==> config.mk <==
export PLATFORM = sky130hd
export DESIGN_NAME = joint_trajectory_time_scaling_flat
export DESIGN_NICKNAME = d
export VERILOG_FILES = /design/src/rtl/jts_pkg.sv /design/src/rtl/jts_req_if.sv /design/src/rtl/jts_pt_if.sv /design/src/rtl/jts_dpath.sv /design/src/rtl/jts_useq.sv /design/src/rtl/joint_trajectory_time_scaling.sv /design/src/flat_wrapper.sv
export SDC_FILE = /design/constraint.sdc
export NUM_CORES = 2
export LEC_CHECK = 0
export ABC_AREA = 1
export BUFFER_PORTS_ARGS = -buffer_cell sky130_fd_sc_hd__buf_4
export CAP_MARGIN = 0
export CORE_ASPECT_RATIO = 0.8
export CORE_MARGIN = 5
export CORE_UTILIZATION = 60
export DETAILED_ROUTE_END_ITERATION = 8
export PLACE_DENSITY = 0.77
export SLEW_MARGIN = 20
export SYNTH_ARGS = -nofsm -noshare
export SYNTH_HDL_FRONTEND = slang
export SYNTH_SLANG_ARGS = --single-unit
==> constraint.sdc <==
create_clock -name i_clk -period 17.5 [get_ports i_clk]
set_input_delay 0.875 -clock i_clk [delete_from_list [all_inputs] [get_ports i_clk]]
set_output_delay 0.875 -clock i_clk [all_outputs]
set_load 0.02 [all_outputs]
==> src/rtl/jts_pkg.sv <==
// Shared types, constants and the microcode table of the joint trajectory
// time-scaling block. No dependencies.
`default_nettype none

package jts_pkg;

    // Sizes
    localparam int MAX_POINTS = 64;
    localparam int POS_W      = 32;                      // Q16.16 position
    localparam int FRAC_W     = 24;                      // fraction bits of s
    localparam int CNT_W      = $clog2(MAX_POINTS + 1);  // point count
    localparam int IDX_W      = $clog2(MAX_POINTS);      // point index
    localparam int SPAN_W     = POS_W + 1;               // end - start
    localparam int MAG_W      = POS_W;                   // |span| < 2^POS_W
    localparam int QUO_W      = FRAC_W + 1;              // s in [0, 1.0]
    localparam int PROD_W     = MAG_W + QUO_W;
    localparam int DATA_W     = 32;                      // scratch registers
    localparam int NUM_W      = 30;                      // (MAX_POINTS-1)^5 fits
    localparam int REM_W      = NUM_W + 1;
    localparam int DIVC_W     = $clog2(QUO_W);
    localparam int MODE_W     = 2;
    localparam int UADDR_W    = 5;
    localparam int K_W        = 4;

    // Scaling modes; any other code behaves as none
    localparam logic [MODE_W-1:0] MODE_CUBIC   = 2'd0;
    localparam logic [MODE_W-1:0] MODE_QUINTIC = 2'd1;
    localparam logic [MODE_W-1:0] MODE_NONE    = 2'd2;

    // Immediate constants
    localparam logic [K_W-1:0] K_ZERO    = 4'd0;
    localparam logic [K_W-1:0] K_ONE     = 4'd1;
    localparam logic [K_W-1:0] K_TWO     = 4'd2;
    localparam logic [K_W-1:0] K_THREE   = 4'd3;
    localparam logic [K_W-1:0] K_SIX     = 4'd6;
    localparam logic [K_W-1:0] K_TEN     = 4'd10;
    localparam logic [K_W-1:0] K_FIFTEEN = 4'd15;

    // Microcode entry points
    localparam logic [UADDR_W-1:0] A_IDLE  = 5'd0;
    localparam logic [UADDR_W-1:0] A_ERR   = 5'd1;
    localparam logic [UADDR_W-1:0] A_CUB   = 5'd2;
    localparam logic [UADDR_W-1:0] A_QUI   = 5'd9;
    localparam logic [UADDR_W-1:0] A_NONE  = 5'd21;
    localparam logic [UADDR_W-1:0] A_DIV   = 5'd23;
    localparam logic [UADDR_W-1:0] A_DSTEP = 5'd24;
    localparam logic [UADDR_W-1:0] A_SCALE = 5'd25;
    localparam logic [UADDR_W-1:0] A_EMIT  = 5'd26;
    localparam logic [UADDR_W-1:0] A_LAST  = A_EMIT;

    typedef enum logic [3:0] {
        OP_NOP,
        OP_MUL,
        OP_ADD,
        OP_SUB,
        OP_DIV_INIT,
        OP_DIV_STEP,
        OP_SCALE,
        OP_EMIT,
        OP_EMIT_ERR
    } t_op;

    typedef enum logic [2:0] {
        J_SEQ,
        J_GOTO,
        J_IDLE,
        J_LOOP,
        J_WAIT_END,
        J_EMIT
    } t_jmp;

    typedef enum logic [1:0] {
        RD_R0,
        RD_R1,
        RD_R2,
        RD_R3
    } t_dst;

    typedef enum logic [2:0] {
        SEL_R0,
        SEL_R1,
        SEL_R2,
        SEL_R3,
        SEL_I,
        SEL_M,
        SEL_K
    } t_sel;

    typedef struct packed {
        t_op                 op;
        t_jmp                jmp;
        t_dst                dst;
        t_sel                sel_a;
        t_sel                sel_b;
        logic [K_W-1:0]      k;
        logic [UADDR_W-1:0]  target;
    } t_uop;

    typedef struct packed {
        logic start;
        logic start_err;
        logic div_more;
        logic last;
        logic out_free;
    } t_seq_stat;

    typedef struct packed {
        logic signed [POS_W-1:0] position;
        logic [IDX_W-1:0]        point_index;
        logic                    last;
        logic                    error;
    } t_point;

    function automatic t_uop uw(input t_op op, input t_jmp jmp, input t_dst dst,
                                input t_sel a, input t_sel b,
                                input logic [K_W-1:0] k,
                                input logic [UADDR_W-1:0] tgt);
        t_uop w;
        w.op     = op;
        w.jmp    = jmp;
        w.dst    = dst;
        w.sel_a  = a;
        w.sel_b  = b;
        w.k      = k;
        w.target = tgt;
        return w;
    endfunction

    // Control store. R0 = numerator, R1 = denominator on entry to the divider.
    function automatic t_uop urom(input logic [UADDR_W-1:0] addr);
        t_uop w;
        case (addr)
            A_IDLE: w = uw(OP_NOP, J_IDLE, RD_R0, SEL_K, SEL_K, K_ZERO, A_IDLE);
            A_ERR:  w = uw(OP_EMIT_ERR, J_WAIT_END, RD_R0, SEL_K, SEL_K, K_ZERO, A_IDLE);
            // cubic: num = i^2 (3m - 2i), den = m^3
            A_CUB:  w = uw(OP_MUL, J_SEQ, RD_R0, SEL_I, SEL_I, K_ZERO, A_IDLE);
            A_CUB + UADDR_W'(1):
                w = uw(OP_MUL, J_SEQ, RD_R1, SEL_M, SEL_K, K_THREE, A_IDLE);
            A_CUB + UADDR_W'(2):
                w = uw(OP_MUL, J_SEQ, RD_R2, SEL_I, SEL_K, K_TWO, A_IDLE);
            A_CUB + UADDR_W'(3):
                w = uw(OP_SUB, J_SEQ, RD_R1, SEL_R1, SEL_R2, K_ZERO, A_IDLE);
            A_CUB + UADDR_W'(4):
                w = uw(OP_MUL, J_SEQ, RD_R0, SEL_R0, SEL_R1, K_ZERO, A_IDLE);
            A_CUB + UADDR_W'(5):
                w = uw(OP_MUL, J_SEQ, RD_R1, SEL_M, SEL_M, K_ZERO, A_IDLE);
            A_CUB + UADDR_W'(6):
                w = uw(OP_MUL, J_GOTO, RD_R1, SEL_R1, SEL_M, K_ZERO, A_DIV);
            // quintic: num = i^3 (10m^2 + 6i^2 - 15im), den = m^5
            A_QUI:  w = uw(OP_MUL, J_SEQ, RD_R0, SEL_I, SEL_I, K_ZERO, A_IDLE);
            A_QUI + UADDR_W'(1):
                w = uw(OP_MUL, J_SEQ, RD_R1, SEL_R0, SEL_I, K_ZERO, A_IDLE);
            A_QUI + UADDR_W'(2):
                w = uw(OP_MUL, J_SEQ, RD_R2, SEL_M, SEL_M, K_ZERO, A_IDLE);
            A_QUI + UADDR_W'(3):
                w = uw(OP_MUL, J_SEQ, RD_R3, SEL_R2, SEL_K, K_TEN, A_IDLE);
            A_QUI + UADDR_W'(4):
                w = uw(OP_MUL, J_SEQ, RD_R0, SEL_R0, SEL_K, K_SIX, A_IDLE);
            A_QUI + UADDR_W'(5):
                w = uw(OP_ADD, J_SEQ, RD_R3, SEL_R3, SEL_R0, K_ZERO, A_IDLE);
            A_QUI + UADDR_W'(6):
                w = uw(OP_MUL, J_SEQ, RD_R0, SEL_I, SEL_M, K_ZERO, A_IDLE);
            A_QUI + UADDR_W'(7):
                w = uw(OP_MUL, J_SEQ, RD_R0, SEL_R0, SEL_K, K_FIFTEEN, A_IDLE);
            A_QUI + UADDR_W'(8):
                w = uw(OP_SUB, J_SEQ, RD_R3, SEL_R3, SEL_R0, K_ZERO, A_IDLE);
            A_QUI + UADDR_W'(9):
                w = uw(OP_MUL, J_SEQ, RD_R0, SEL_R1, SEL_R3, K_ZERO, A_IDLE);
            A_QUI + UADDR_W'(10):
                w = uw(OP_MUL, J_SEQ, RD_R1, SEL_R2, SEL_R2, K_ZERO, A_IDLE);
            A_QUI + UADDR_W'(11):
                w = uw(OP_MUL, J_GOTO, RD_R1, SEL_R1, SEL_M, K_ZERO, A_DIV);
            // none: num = 0, den = m
            A_NONE: w = uw(OP_MUL, J_SEQ, RD_R0, SEL_I, SEL_K, K_ZERO, A_IDLE);
            A_NONE + UADDR_W'(1):
                w = uw(OP_MUL, J_SEQ, RD_R1, SEL_M, SEL_K, K_ONE, A_IDLE);
            A_DIV:   w = uw(OP_DIV_INIT, J_SEQ, RD_R0, SEL_K, SEL_K, K_ZERO, A_IDLE);
            A_DSTEP: w = uw(OP_DIV_STEP, J_LOOP, RD_R0, SEL_K, SEL_K, K_ZERO, A_DSTEP);
            A_SCALE: w = uw(OP_SCALE, J_SEQ, RD_R0, SEL_K, SEL_K, K_ZERO, A_IDLE);
            A_EMIT:  w = uw(OP_EMIT, J_EMIT, RD_R0, SEL_K, SEL_K, K_ZERO, A_IDLE);
            default: w = uw(OP_NOP, J_GOTO, RD_R0, SEL_K, SEL_K, K_ZERO, A_IDLE);
        endcase
        return w;
    endfunction

endpackage

`default_nettype wire

==> src/rtl/jts_req_if.sv <==
// Request channel: start/end position, duration and point count.
// Depends on jts_pkg.
`default_nettype none

interface jts_req_if;
    logic                                valid;
    logic                                ready;
    logic signed [jts_pkg::POS_W-1:0]    start_position;
    logic signed [jts_pkg::POS_W-1:0]    end_position;
    logic [jts_pkg::POS_W-1:0]           duration;
    logic [jts_pkg::CNT_W-1:0]           point_count;

    modport source (output valid, start_position, end_position, duration, point_count,
                    input ready);
    modport sink   (input valid, start_position, end_position, duration, point_count,
                    output ready);
endinterface

`default_nettype wire

==> src/rtl/jts_pt_if.sv <==
// Trajectory point channel: position, index, last and error flags.
// Depends on jts_pkg.
`default_nettype none

interface jts_pt_if;
    logic                                valid;
    logic                                ready;
    logic signed [jts_pkg::POS_W-1:0]    position;
    logic [jts_pkg::IDX_W-1:0]           point_index;
    logic                                last;
    logic                                error;

    modport source (output valid, position, point_index, last, error, input ready);
    modport sink   (input valid, position, point_index, last, error, output ready);
endinterface

`default_nettype wire

==> src/rtl/jts_dpath.sv <==
// Datapath: scratch registers with one multiply/add unit, bit-serial
// divider, span scaling and point formation. Depends on jts_pkg.
`default_nettype none

module jts_dpath (
    input  logic                               i_clk,
    input  logic                               i_load,
    input  logic signed [jts_pkg::POS_W-1:0]   i_start_pos,
    input  logic signed [jts_pkg::POS_W-1:0]   i_end_pos,
    input  logic [jts_pkg::CNT_W-1:0]          i_count,
    input  jts_pkg::t_uop                      i_uop,
    input  logic                               i_emit,
    output jts_pkg::t_point                    o_point,
    output logic                               o_div_more,
    output logic                               o_last
);

    logic [jts_pkg::POS_W-1:0]   r_start;
    logic                        r_neg;
    logic [jts_pkg::MAG_W-1:0]   r_mag;
    logic [jts_pkg::IDX_W-1:0]   r_i;
    logic [jts_pkg::IDX_W-1:0]   r_m;
    logic [jts_pkg::DATA_W-1:0]  r_r0, r_r1, r_r2, r_r3;
    logic [jts_pkg::REM_W-1:0]   r_rem;
    logic [jts_pkg::QUO_W-1:0]   r_quo;
    logic [jts_pkg::DIVC_W-1:0]  r_dcnt;
    logic [jts_pkg::PROD_W-1:0]  r_prod;

    logic [jts_pkg::SPAN_W-1:0]  w_span;
    logic [jts_pkg::SPAN_W-1:0]  w_span_mag;
    logic [jts_pkg::DATA_W-1:0]  w_a, w_b, w_alu;
    logic                        w_alu_we;
    logic [jts_pkg::REM_W-1:0]   w_den;
    logic                        w_ge;
    logic [jts_pkg::REM_W-1:0]   w_diff;
    logic [jts_pkg::PROD_W-1:0]  w_prod;
    logic [jts_pkg::SPAN_W-1:0]  w_delta, w_sdelta, w_sum;

    function automatic logic [jts_pkg::DATA_W-1:0] f_operand(
        input jts_pkg::t_sel sel,
        input logic [jts_pkg::DATA_W-1:0] r0, r1, r2, r3,
        input logic [jts_pkg::IDX_W-1:0] i, m,
        input logic [jts_pkg::K_W-1:0] k);
        logic [jts_pkg::DATA_W-1:0] v;
        case (sel)
            jts_pkg::SEL_R0: v = r0;
            jts_pkg::SEL_R1: v = r1;
            jts_pkg::SEL_R2: v = r2;
            jts_pkg::SEL_R3: v = r3;
            jts_pkg::SEL_I:  v = jts_pkg::DATA_W'(i);
            jts_pkg::SEL_M:  v = jts_pkg::DATA_W'(m);
            jts_pkg::SEL_K:  v = jts_pkg::DATA_W'(k);
            default:         v = '0;
        endcase
        return v;
    endfunction

    // span as 33-bit two's complement, then its magnitude (always < 2^32)
    assign w_span     = {i_end_pos[jts_pkg::POS_W-1], i_end_pos}
                      - {i_start_pos[jts_pkg::POS_W-1], i_start_pos};
    assign w_span_mag = w_span[jts_pkg::SPAN_W-1] ? (~w_span + jts_pkg::SPAN_W'(1)) : w_span;

    assign w_a = f_operand(i_uop.sel_a, r_r0, r_r1, r_r2, r_r3, r_i, r_m, i_uop.k);
    assign w_b = f_operand(i_uop.sel_b, r_r0, r_r1, r_r2, r_r3, r_i, r_m, i_uop.k);

    always_comb begin
        w_alu    = '0;
        w_alu_we = 1'b0;
        case (i_uop.op)
            jts_pkg::OP_MUL: begin
                w_alu    = w_a * w_b;
                w_alu_we = 1'b1;
            end
            jts_pkg::OP_ADD: begin
                w_alu    = w_a + w_b;
                w_alu_we = 1'b1;
            end
            jts_pkg::OP_SUB: begin
                w_alu    = w_a - w_b;
                w_alu_we = 1'b1;
            end
            default: begin
                w_alu    = '0;
                w_alu_we = 1'b0;
            end
        endcase
    end

    // restoring divide: one quotient bit per step, MSB (integer bit) first
    assign w_den  = r_r1[jts_pkg::REM_W-1:0];
    assign w_ge   = r_rem >= w_den;
    assign w_diff = w_ge ? (r_rem - w_den) : r_rem;

    assign w_prod = jts_pkg::PROD_W'(r_mag) * jts_pkg::PROD_W'(r_quo);

    // truncate |span|*s, restore sign, add start
    assign w_delta  = r_prod[jts_pkg::PROD_W-1:jts_pkg::FRAC_W];
    assign w_sdelta = r_neg ? (~w_delta + jts_pkg::SPAN_W'(1)) : w_delta;
    assign w_sum    = {r_start[jts_pkg::POS_W-1], r_start} + w_sdelta;

    always_ff @(posedge i_clk) begin
        if (i_load) begin
            r_start <= i_start_pos;
            r_neg   <= w_span[jts_pkg::SPAN_W-1];
            r_mag   <= w_span_mag[jts_pkg::MAG_W-1:0];
            r_i     <= '0;
            r_m     <= jts_pkg::IDX_W'(i_count - jts_pkg::CNT_W'(1));
        end else if (i_emit && i_uop.op == jts_pkg::OP_EMIT) begin
            r_i <= r_i + jts_pkg::IDX_W'(1);
        end

        if (w_alu_we) begin
            case (i_uop.dst)
                jts_pkg::RD_R0: r_r0 <= w_alu;
                jts_pkg::RD_R1: r_r1 <= w_alu;
                jts_pkg::RD_R2: r_r2 <= w_alu;
                jts_pkg::RD_R3: r_r3 <= w_alu;
                default:        r_r0 <= w_alu;
            endcase
        end

        case (i_uop.op)
            jts_pkg::OP_DIV_INIT: begin
                r_rem  <= jts_pkg::REM_W'(r_r0[jts_pkg::NUM_W-1:0]);
                r_quo  <= '0;
                r_dcnt <= jts_pkg::DIVC_W'(jts_pkg::QUO_W - 1);
            end
            jts_pkg::OP_DIV_STEP: begin
                r_rem  <= {w_diff[jts_pkg::REM_W-2:0], 1'b0};
                r_quo  <= {r_quo[jts_pkg::QUO_W-2:0], w_ge};
                r_dcnt <= r_dcnt - jts_pkg::DIVC_W'(1);
            end
            jts_pkg::OP_SCALE: begin
                r_prod <= w_prod;
            end
            default: begin
                r_dcnt <= r_dcnt;
            end
        endcase
    end

    assign o_div_more = r_dcnt != '0;
    assign o_last     = r_i == r_m;

    always_comb begin
        if (i_uop.op == jts_pkg::OP_EMIT_ERR) begin
            o_point.position    = r_start;
            o_point.point_index = '0;
            o_point.last        = 1'b1;
            o_point.error       = 1'b1;
        end else begin
            o_point.position    = w_sum[jts_pkg::POS_W-1:0];
            o_point.point_index = r_i;
            o_point.last        = o_last;
            o_point.error       = 1'b0;
        end
    end

endmodule

`default_nettype wire

==> src/rtl/jts_useq.sv <==
// Microcode sequencer: step counter, control store lookup, jump logic.
// Depends on jts_pkg.
`default_nettype none

module jts_useq (
    input  logic                           i_clk,
    input  logic                           i_rst_n,
    input  logic [jts_pkg::MODE_W-1:0]     i_mode,
    input  jts_pkg::t_seq_stat             i_stat,
    output jts_pkg::t_uop                  o_uop,
    output logic                           o_idle
);

    logic [jts_pkg::UADDR_W-1:0] r_pc;
    logic [jts_pkg::UADDR_W-1:0] n_pc;
    logic [jts_pkg::UADDR_W-1:0] w_dispatch;
    jts_pkg::t_uop               w_uop;

    assign w_uop = jts_pkg::urom(r_pc);

    // per-point program start by mode; unused mode code runs as none
    always_comb begin
        case (i_mode)
            jts_pkg::MODE_CUBIC:   w_dispatch = jts_pkg::A_CUB;
            jts_pkg::MODE_QUINTIC: w_dispatch = jts_pkg::A_QUI;
            default:               w_dispatch = jts_pkg::A_NONE;
        endcase
    end

    always_comb begin
        n_pc = r_pc;
        case (w_uop.jmp)
            jts_pkg::J_SEQ:  n_pc = r_pc + jts_pkg::UADDR_W'(1);
            jts_pkg::J_GOTO: n_pc = w_uop.target;
            jts_pkg::J_IDLE: begin
                if (i_stat.start) begin
                    n_pc = i_stat.start_err ? jts_pkg::A_ERR : w_dispatch;
                end
            end
            jts_pkg::J_LOOP: begin
                n_pc = i_stat.div_more ? w_uop.target : r_pc + jts_pkg::UADDR_W'(1);
            end
            jts_pkg::J_WAIT_END: begin
                if (i_stat.out_free) begin
                    n_pc = jts_pkg::A_IDLE;
                end
            end
            jts_pkg::J_EMIT: begin
                if (i_stat.out_free) begin
                    n_pc = i_stat.last ? jts_pkg::A_IDLE : w_dispatch;
                end
            end
            default: n_pc = jts_pkg::A_IDLE;
        endcase
    end

    always_ff @(posedge i_clk) begin
        if (!i_rst_n) begin
            r_pc <= jts_pkg::A_IDLE;
        end else begin
            r_pc <= n_pc;
        end
    end

    assign o_uop  = w_uop;
    assign o_idle = r_pc == jts_pkg::A_IDLE;

    a_pc_range: assert property (@(posedge i_clk) disable iff (!i_rst_n)
        r_pc <= jts_pkg::A_LAST)
        else $error("step counter outside control store");

    a_div_exit: assert property (@(posedge i_clk) disable iff (!i_rst_n)
        (w_uop.op == jts_pkg::OP_DIV_STEP && !i_stat.div_more)
        |=> (w_uop.op == jts_pkg::OP_SCALE))
        else $error("divider loop did not exit to scaling");

    a_run_end: assert property (@(posedge i_clk) disable iff (!i_rst_n)
        (w_uop.op == jts_pkg::OP_EMIT && i_stat.out_free && i_stat.last)
        |=> (r_pc == jts_pkg::A_IDLE))
        else $error("run did not end after last point");

endmodule

`default_nettype wire

==> src/rtl/joint_trajectory_time_scaling.sv <==
// Top level of the joint trajectory time-scaling block: request/point
// channels, mode register, output register. Depends on jts_pkg, jts_req_if,
// jts_pt_if, jts_useq and jts_dpath.
//
// Usage
//   i_req carries one request beat: start/end position (signed Q16.16),
//   duration (checked only for zero) and point count N (saturated to 64).
//   o_pt returns N point beats, index 0..N-1, last set on the final one.
//   N = 0 gives no beat. Zero duration or N = 1 gives one beat holding the
//   start position with error and last set.
//   i_cfg_we/i_cfg_data write the scaling mode (0 cubic, 1 quintic,
//   2 or 3 none); write it only while no request is in flight.
// Operation
//   A request beat is taken only while the sequencer is idle. Each point is
//   one pass of the microprogram: the polynomial steps on the shared
//   multiplier, 25 divider steps, one scaling multiply, one emit step. A
//   request of N points holds the block until its last point is emitted;
//   the first point enters the output register at the emit step of the
//   first pass. An error request runs the single error-emit step and then
//   returns to idle.
// Stall and reset
//   The emit step loads the output register whenever it is empty or being
//   drained; otherwise the sequencer waits on that step, so a stalled
//   receiver loses nothing. Reset (synchronous, active low) returns the
//   sequencer to idle, empties the output register and sets mode to cubic.
`default_nettype none

module joint_trajectory_time_scaling (
    input  logic                          i_clk,
    input  logic                          i_rst_n,
    input  logic                          i_cfg_we,
    input  logic [jts_pkg::MODE_W-1:0]    i_cfg_data,
    jts_req_if.sink                       i_req,
    jts_pt_if.source                      o_pt
);

    logic [jts_pkg::MODE_W-1:0]  r_mode;
    logic                        r_out_valid;
    jts_pkg::t_point             r_point;

    logic [jts_pkg::CNT_W-1:0]   w_count;
    logic                        w_fire;
    logic                        w_idle;
    logic                        w_out_free;
    logic                        w_emit;
    logic                        w_div_more;
    logic                        w_last;
    jts_pkg::t_uop               w_uop;
    jts_pkg::t_seq_stat          w_stat;
    jts_pkg::t_point             w_point;

    // counts above the maximum are clamped
    assign w_count = (i_req.point_count > jts_pkg::CNT_W'(jts_pkg::MAX_POINTS))
                   ? jts_pkg::CNT_W'(jts_pkg::MAX_POINTS) : i_req.point_count;

    assign i_req.ready = w_idle;
    assign w_fire      = i_req.valid && i_req.ready;

    // output register can take a beat this cycle
    assign w_out_free = !r_out_valid || o_pt.ready;
    assign w_emit     = (w_uop.op == jts_pkg::OP_EMIT || w_uop.op == jts_pkg::OP_EMIT_ERR)
                      && w_out_free;

    always_comb begin
        w_stat.start     = w_fire && (w_count != '0);
        w_stat.start_err = (i_req.duration == '0) || (w_count == jts_pkg::CNT_W'(1));
        w_stat.div_more  = w_div_more;
        w_stat.last      = w_last;
        w_stat.out_free  = w_out_free;
    end

    always_ff @(posedge i_clk) begin
        if (!i_rst_n) begin
            r_mode <= jts_pkg::MODE_CUBIC;
        end else if (i_cfg_we) begin
            r_mode <= i_cfg_data;
        end
    end

    jts_useq u_useq (
        .i_clk   (i_clk),
        .i_rst_n (i_rst_n),
        .i_mode  (r_mode),
        .i_stat  (w_stat),
        .o_uop   (w_uop),
        .o_idle  (w_idle)
    );

    jts_dpath u_dpath (
        .i_clk       (i_clk),
        .i_load      (w_fire),
        .i_start_pos (i_req.start_position),
        .i_end_pos   (i_req.end_position),
        .i_count     (w_count),
        .i_uop       (w_uop),
        .i_emit      (w_emit),
        .o_point     (w_point),
        .o_div_more  (w_div_more),
        .o_last      (w_last)
    );

    // output register: parts the sequencer from the receiver
    always_ff @(posedge i_clk) begin
        if (!i_rst_n) begin
            r_out_valid <= 1'b0;
        end else if (w_emit) begin
            r_out_valid <= 1'b1;
        end else if (o_pt.ready) begin
            r_out_valid <= 1'b0;
        end
    end

    always_ff @(posedge i_clk) begin
        if (w_emit) begin
            r_point <= w_point;
        end
    end

    assign o_pt.valid       = r_out_valid;
    assign o_pt.position    = r_point.position;
    assign o_pt.point_index = r_point.point_index;
    assign o_pt.last        = r_point.last;
    assign o_pt.error       = r_point.error;

    a_err_beat: assert property (@(posedge i_clk) disable iff (!i_rst_n)
        (o_pt.valid && o_pt.error) |-> (o_pt.last && o_pt.point_index == '0))
        else $error("error beat must be a single point");

    a_busy_after_start: assert property (@(posedge i_clk) disable iff (!i_rst_n)
        (w_fire && i_req.point_count != '0) |=> !i_req.ready)
        else $error("request taken while a run is active");

    a_pt_hold: assert property (@(posedge i_clk) disable iff (!i_rst_n)
        (o_pt.valid && !o_pt.ready) |=> (o_pt.valid && $stable(r_point)))
        else $error("point beat changed while stalled");

endmodule

`default_nettype wire
==> src/flat_wrapper.sv <==
// flat-port wrapper written by rule: the top's interface ports become plain ports
module joint_trajectory_time_scaling_flat 
  (i_clk, i_rst_n, i_cfg_we, i_cfg_data, i_req_valid, i_req_start_position, i_req_end_position, i_req_duration, i_req_point_count, i_req_ready, o_pt_valid, o_pt_position, o_pt_point_index, o_pt_last, o_pt_error, o_pt_ready);
  jts_req_if i_req_i ();
  jts_pt_if o_pt_i ();
  input  logic i_clk;
  input  logic i_rst_n;
  input  logic i_cfg_we;
  input  logic [jts_pkg::MODE_W-1:0] i_cfg_data;
  input wire logic [$bits(i_req_i.valid)-1:0] i_req_valid;
  input wire logic [$bits(i_req_i.start_position)-1:0] i_req_start_position;
  input wire logic [$bits(i_req_i.end_position)-1:0] i_req_end_position;
  input wire logic [$bits(i_req_i.duration)-1:0] i_req_duration;
  input wire logic [$bits(i_req_i.point_count)-1:0] i_req_point_count;
  output wire logic [$bits(i_req_i.ready)-1:0] i_req_ready;
  output wire logic [$bits(o_pt_i.valid)-1:0] o_pt_valid;
  output wire logic [$bits(o_pt_i.position)-1:0] o_pt_position;
  output wire logic [$bits(o_pt_i.point_index)-1:0] o_pt_point_index;
  output wire logic [$bits(o_pt_i.last)-1:0] o_pt_last;
  output wire logic [$bits(o_pt_i.error)-1:0] o_pt_error;
  input wire logic [$bits(o_pt_i.ready)-1:0] o_pt_ready;
  assign i_req_i.valid = i_req_valid;
  assign i_req_i.start_position = i_req_start_position;
  assign i_req_i.end_position = i_req_end_position;
  assign i_req_i.duration = i_req_duration;
  assign i_req_i.point_count = i_req_point_count;
  assign i_req_ready = i_req_i.ready;
  assign o_pt_valid = o_pt_i.valid;
  assign o_pt_position = o_pt_i.position;
  assign o_pt_point_index = o_pt_i.point_index;
  assign o_pt_last = o_pt_i.last;
  assign o_pt_error = o_pt_i.error;
  assign o_pt_i.ready = o_pt_ready;
  joint_trajectory_time_scaling u_core (.i_clk(i_clk), .i_rst_n(i_rst_n), .i_cfg_we(i_cfg_we), .i_cfg_data(i_cfg_data), .i_req(i_req_i), .o_pt(o_pt_i));
endmodule
==> key figures <==
Synthesis
  • Seq cells post-synth: 364
  • Synth unique cells: 65
  • Cells after Synth: 8435
  • Syn_nets: 10062
  • Synth Cell Area: 66100 µm²
  • Synth async-reset ratio: 0%
  • Sequential area share after synthesis: 16.0%
  • Most used DFF post-synth: edfxtp_1
  • Simple-Gate Fraction of Synth Area: 20.3%
  • Number of flops mapped to enable cells by yosys: 328
  • Ys Warns: 0
  • Post-synthesis xor/xnor area fraction: 2.88%
  • Largest family of logic cells by synthesized area: adder cells
  • Post-synthesis area per instance: 7.84 µm²
  • Post-synthesis mux area share: 0%
  • Compound-Gate Fraction of Synth Area: 6.52%
  • Synth Area in Adders: 40.9%

Finish
  • Commonest non-fill, non-tap cell in the layout: nand2_1
  • Area growth, synth to finish: 5.86%
  • Fin util: 64.2%
  • Layout cells sized above 1: 5.57%
  • Most frequent cells in the layout: nand2_1, inv_1, fa_1
  • Post-route insts no fill: 9877
  • Fillers: 9535
  • Nets: 10037

Clocking
  • Setup Fix Bufs, Post-CTS: 0
  • Clock sinks: 364
  • CTS tree: built
  • Clock tree buffer depth: 3
  • Worst skew pair latency: 0.62 ns
  • Hold_buf cts: 0
  • H-tree depth: 2
  • Root Buffer: clkbuf_16
  • CTS Buf Count: 42
  • Post-CTS sizing: 0
  • Clock Pin Slew Worst Setup and Hold Paths: 0.07 ns

GRT
  • GRT overflow: 0
  • Initial antenna violation count: 0
  • GRT Util Overall: 38.2%
  • Vias in the first global route: 58009
  • First-pass GRT wire length: 342000 µm
  • Largest net degree at the start of global routing: 72

Floorplanning
  • Core area: 109000 µm²
  • Num rows: 108
  • Die width: 381 µm
  • I/O Pins: 152
  • Full die area: 117000 µm²
  • Initial cell density of the core: 60.7%
  • Chip Height: 307 µm

Timing
  • Max_slew headroom: 14.3%
  • Worst-Margin Slew: 1.27 ns
  • Hold slack: 0.445 ns
  • Period utilization: 58.9%
  • Crit path time final: 10.31 ns
  • Setup Viol. Count Final: 0
  • Final TNS setup: 0 ns
  • Final Skew: 0.0609 ns
  • Slew Limit Fails: 0
  • Final hold vios: 0
  • RSZ-0062 raised after global routing: no
  • Maximum clock rate: 0.0970 GHz

Placed design
  • RD Place Congestion: 1.04
  • Dpl cells: 9796
  • I/O Buffers: 151
  • Detailed placement HPWL: 173000 µm

Routing
  • Post-Route WL: 224000 µm
  • DRC Markers: 0
  • Initial DRC Count: 6910
  • Drt via density: 5.85
  • Routed length per instance: 22.7 µm
  • DRT Pass-1 Iters: 7
  • Routed Antenna Nets: 0
  • Total number of vias: 57819

Flow run
  • Maximum Capacitance Violations: 0

Critical path
  • Worst Path Required: 17.80 ns
  • Crit path launch type: flop
  • Setup crit end kind: flop
  • Kind of critical path: reg2reg
  • Peak fanout along the critical path: 64
  • Critical path arrival: 10.61 ns

Status
  • Status: complete, no violations

Worst hold path
  • Hold crit path type: in2reg
## flip-flops by register name (all words and copies together) (netlist names), 5 cells and up
signal,count
u_core.u_dpath.r_mag,32
u_core.u_dpath.r_m,6
u_core.u_useq.r_pc,5
u_core.u_dpath.r_r3,31
u_core.u_dpath.r_prod,32
u_core.u_useq.o_uop,22
u_core.u_dpath.r_i,6
u_core.u_dpath.r_quo,25
u_core.u_dpath.r_r1,31
u_core.o_pt.position,32
u_core.o_pt.point_index,6
u_core.u_dpath.r_start,32
u_core.u_dpath.r_r2,31
u_core.u_dpath.r_rem,31
u_core.u_dpath.r_r0,31
u_core.u_dpath.r_dcnt,5
## Yosys cell counts (14+ instances only)
master    number  area share [%]
o21ai_0      252             1.9
nor3_1        53            0.40
xor2_1       145             1.9
xnor2_1       69            0.91
clkbuf_1     265             1.5
ha_1         448             8.5
inv_1       1947              11
nor2_1       657             3.7
buf_2         32            0.24
edfxtp_1     328              15
nor4_1        27            0.26
a21oi_1      313             2.4
buf_6         14            0.24
o22ai_1       23            0.22
a31oi_1       36            0.34
fa_1        1069              32
nand2_1     2064              12
nand3_2       14            0.21
nand4_1      139             1.3
dfxtp_1       36             1.1
o21bai_1      16            0.18
inv_2         23            0.13
o21ai_1       24            0.18
o211ai_1      25            0.28
or2_2         21            0.20
nand3_1      201             1.5
a21o_1        20            0.23
nand2_2       14            0.13
nor2_2        16            0.15
## cells by family (layout without fill, tap and decap cells)
logic type / after synthesis / in the layout
AOI/OAI and AO/OA: 773 / 773
xor gates and xnor gates: 216 / 216
adders and majority gates: 1517 / 1517
buffers and inverters: 2316 / 2325
DFF: 364 / 364
other: 0 / 3
and+or+nand+nor: 3249 / 3249
## cell type report
type,count,area (µm²),share of cell area (%)
clock inverter,30,373,0.533
tap,1430,1790,2.56
timing repair buffer,264,1980,2.83
multi-input combinational,5755,46700,66.8
sequential,364,10600,15.1
inverter,1983,7450,10.7
clock buffer,48,1080,1.55
antenna,3,7.51,0.0107
## path summary, 6_finish.rpt
kind,from,endpoint,slack [ns],cells past startpoint
worst min register to register,u_core.u_dpath.r_dcnt[0]$_SDFFCE_PP0P_,u_core.u_dpath.r_dcnt[0]$_SDFFCE_PP0P_,0.55,1
worst max-delay path,u_core.u_useq.o_uop[11]$_DFF_P_,u_core.u_dpath.r_r1[29]$_DFFE_PP_,7.19,24
worst min-delay path,i_req_start_position[24],u_core.u_dpath.r_start[24]$_DFFE_PP_,0.44,1
worst max register to register,u_core.u_useq.o_uop[11]$_DFF_P_,u_core.u_dpath.r_r1[29]$_DFFE_PP_,7.19,24
## per-stage QoR
stage | instance area, µm² | worst slack, ns
after detailed placement | 68500 | 7.44
after CTS | 70000 | 7.38
after global routing | 70000 | 6.82
after global placement | 68500 | 7.74
final | 70000 | 7.19
after floorplan | 66100 | 9.83
## metal layers
| metal | wire [µm] | track usage [%] | vias to the layer above |
|---|---|---|---|
| met5 | 136 | 0.926 | - |
| met4 | 7010 | 10.1 | 4 |
| met3 | 38500 | 15.5 | 477 |
| met2 | 87700 | 52.8 | 3984 |
| met1 | 90600 | 55.9 | 27912 |
| li1 | - | - | 25442 |
## worst max-delay path, stage by stage, from the launching register on
cell and delay (ns):
dfxtp_1 0.51, inv_6 0.47, nand3_2 0.46, o21ai_0 0.32, inv_1 0.06, nand2_1 0.45, clkinv_1 0.89, nor2_1 0.40
fa_1 0.49, fa_1 0.50, fa_1 0.51, inv_1 0.05, fa_1 0.47, inv_1 0.05, fa_1 0.48, fa_1 0.57
fa_1 0.43, fa_1 0.47, ha_1 0.36, a21oi_1 0.30, o21ai_0 0.14, a2111oi_0 0.63, o221ai_1 0.32, o21ai_0 0.42
nand2_1 0.18
Power is left out: the tool's default activity adds up to more than one toggle a clock period on the data nets, which glitch-free logic cannot reach.
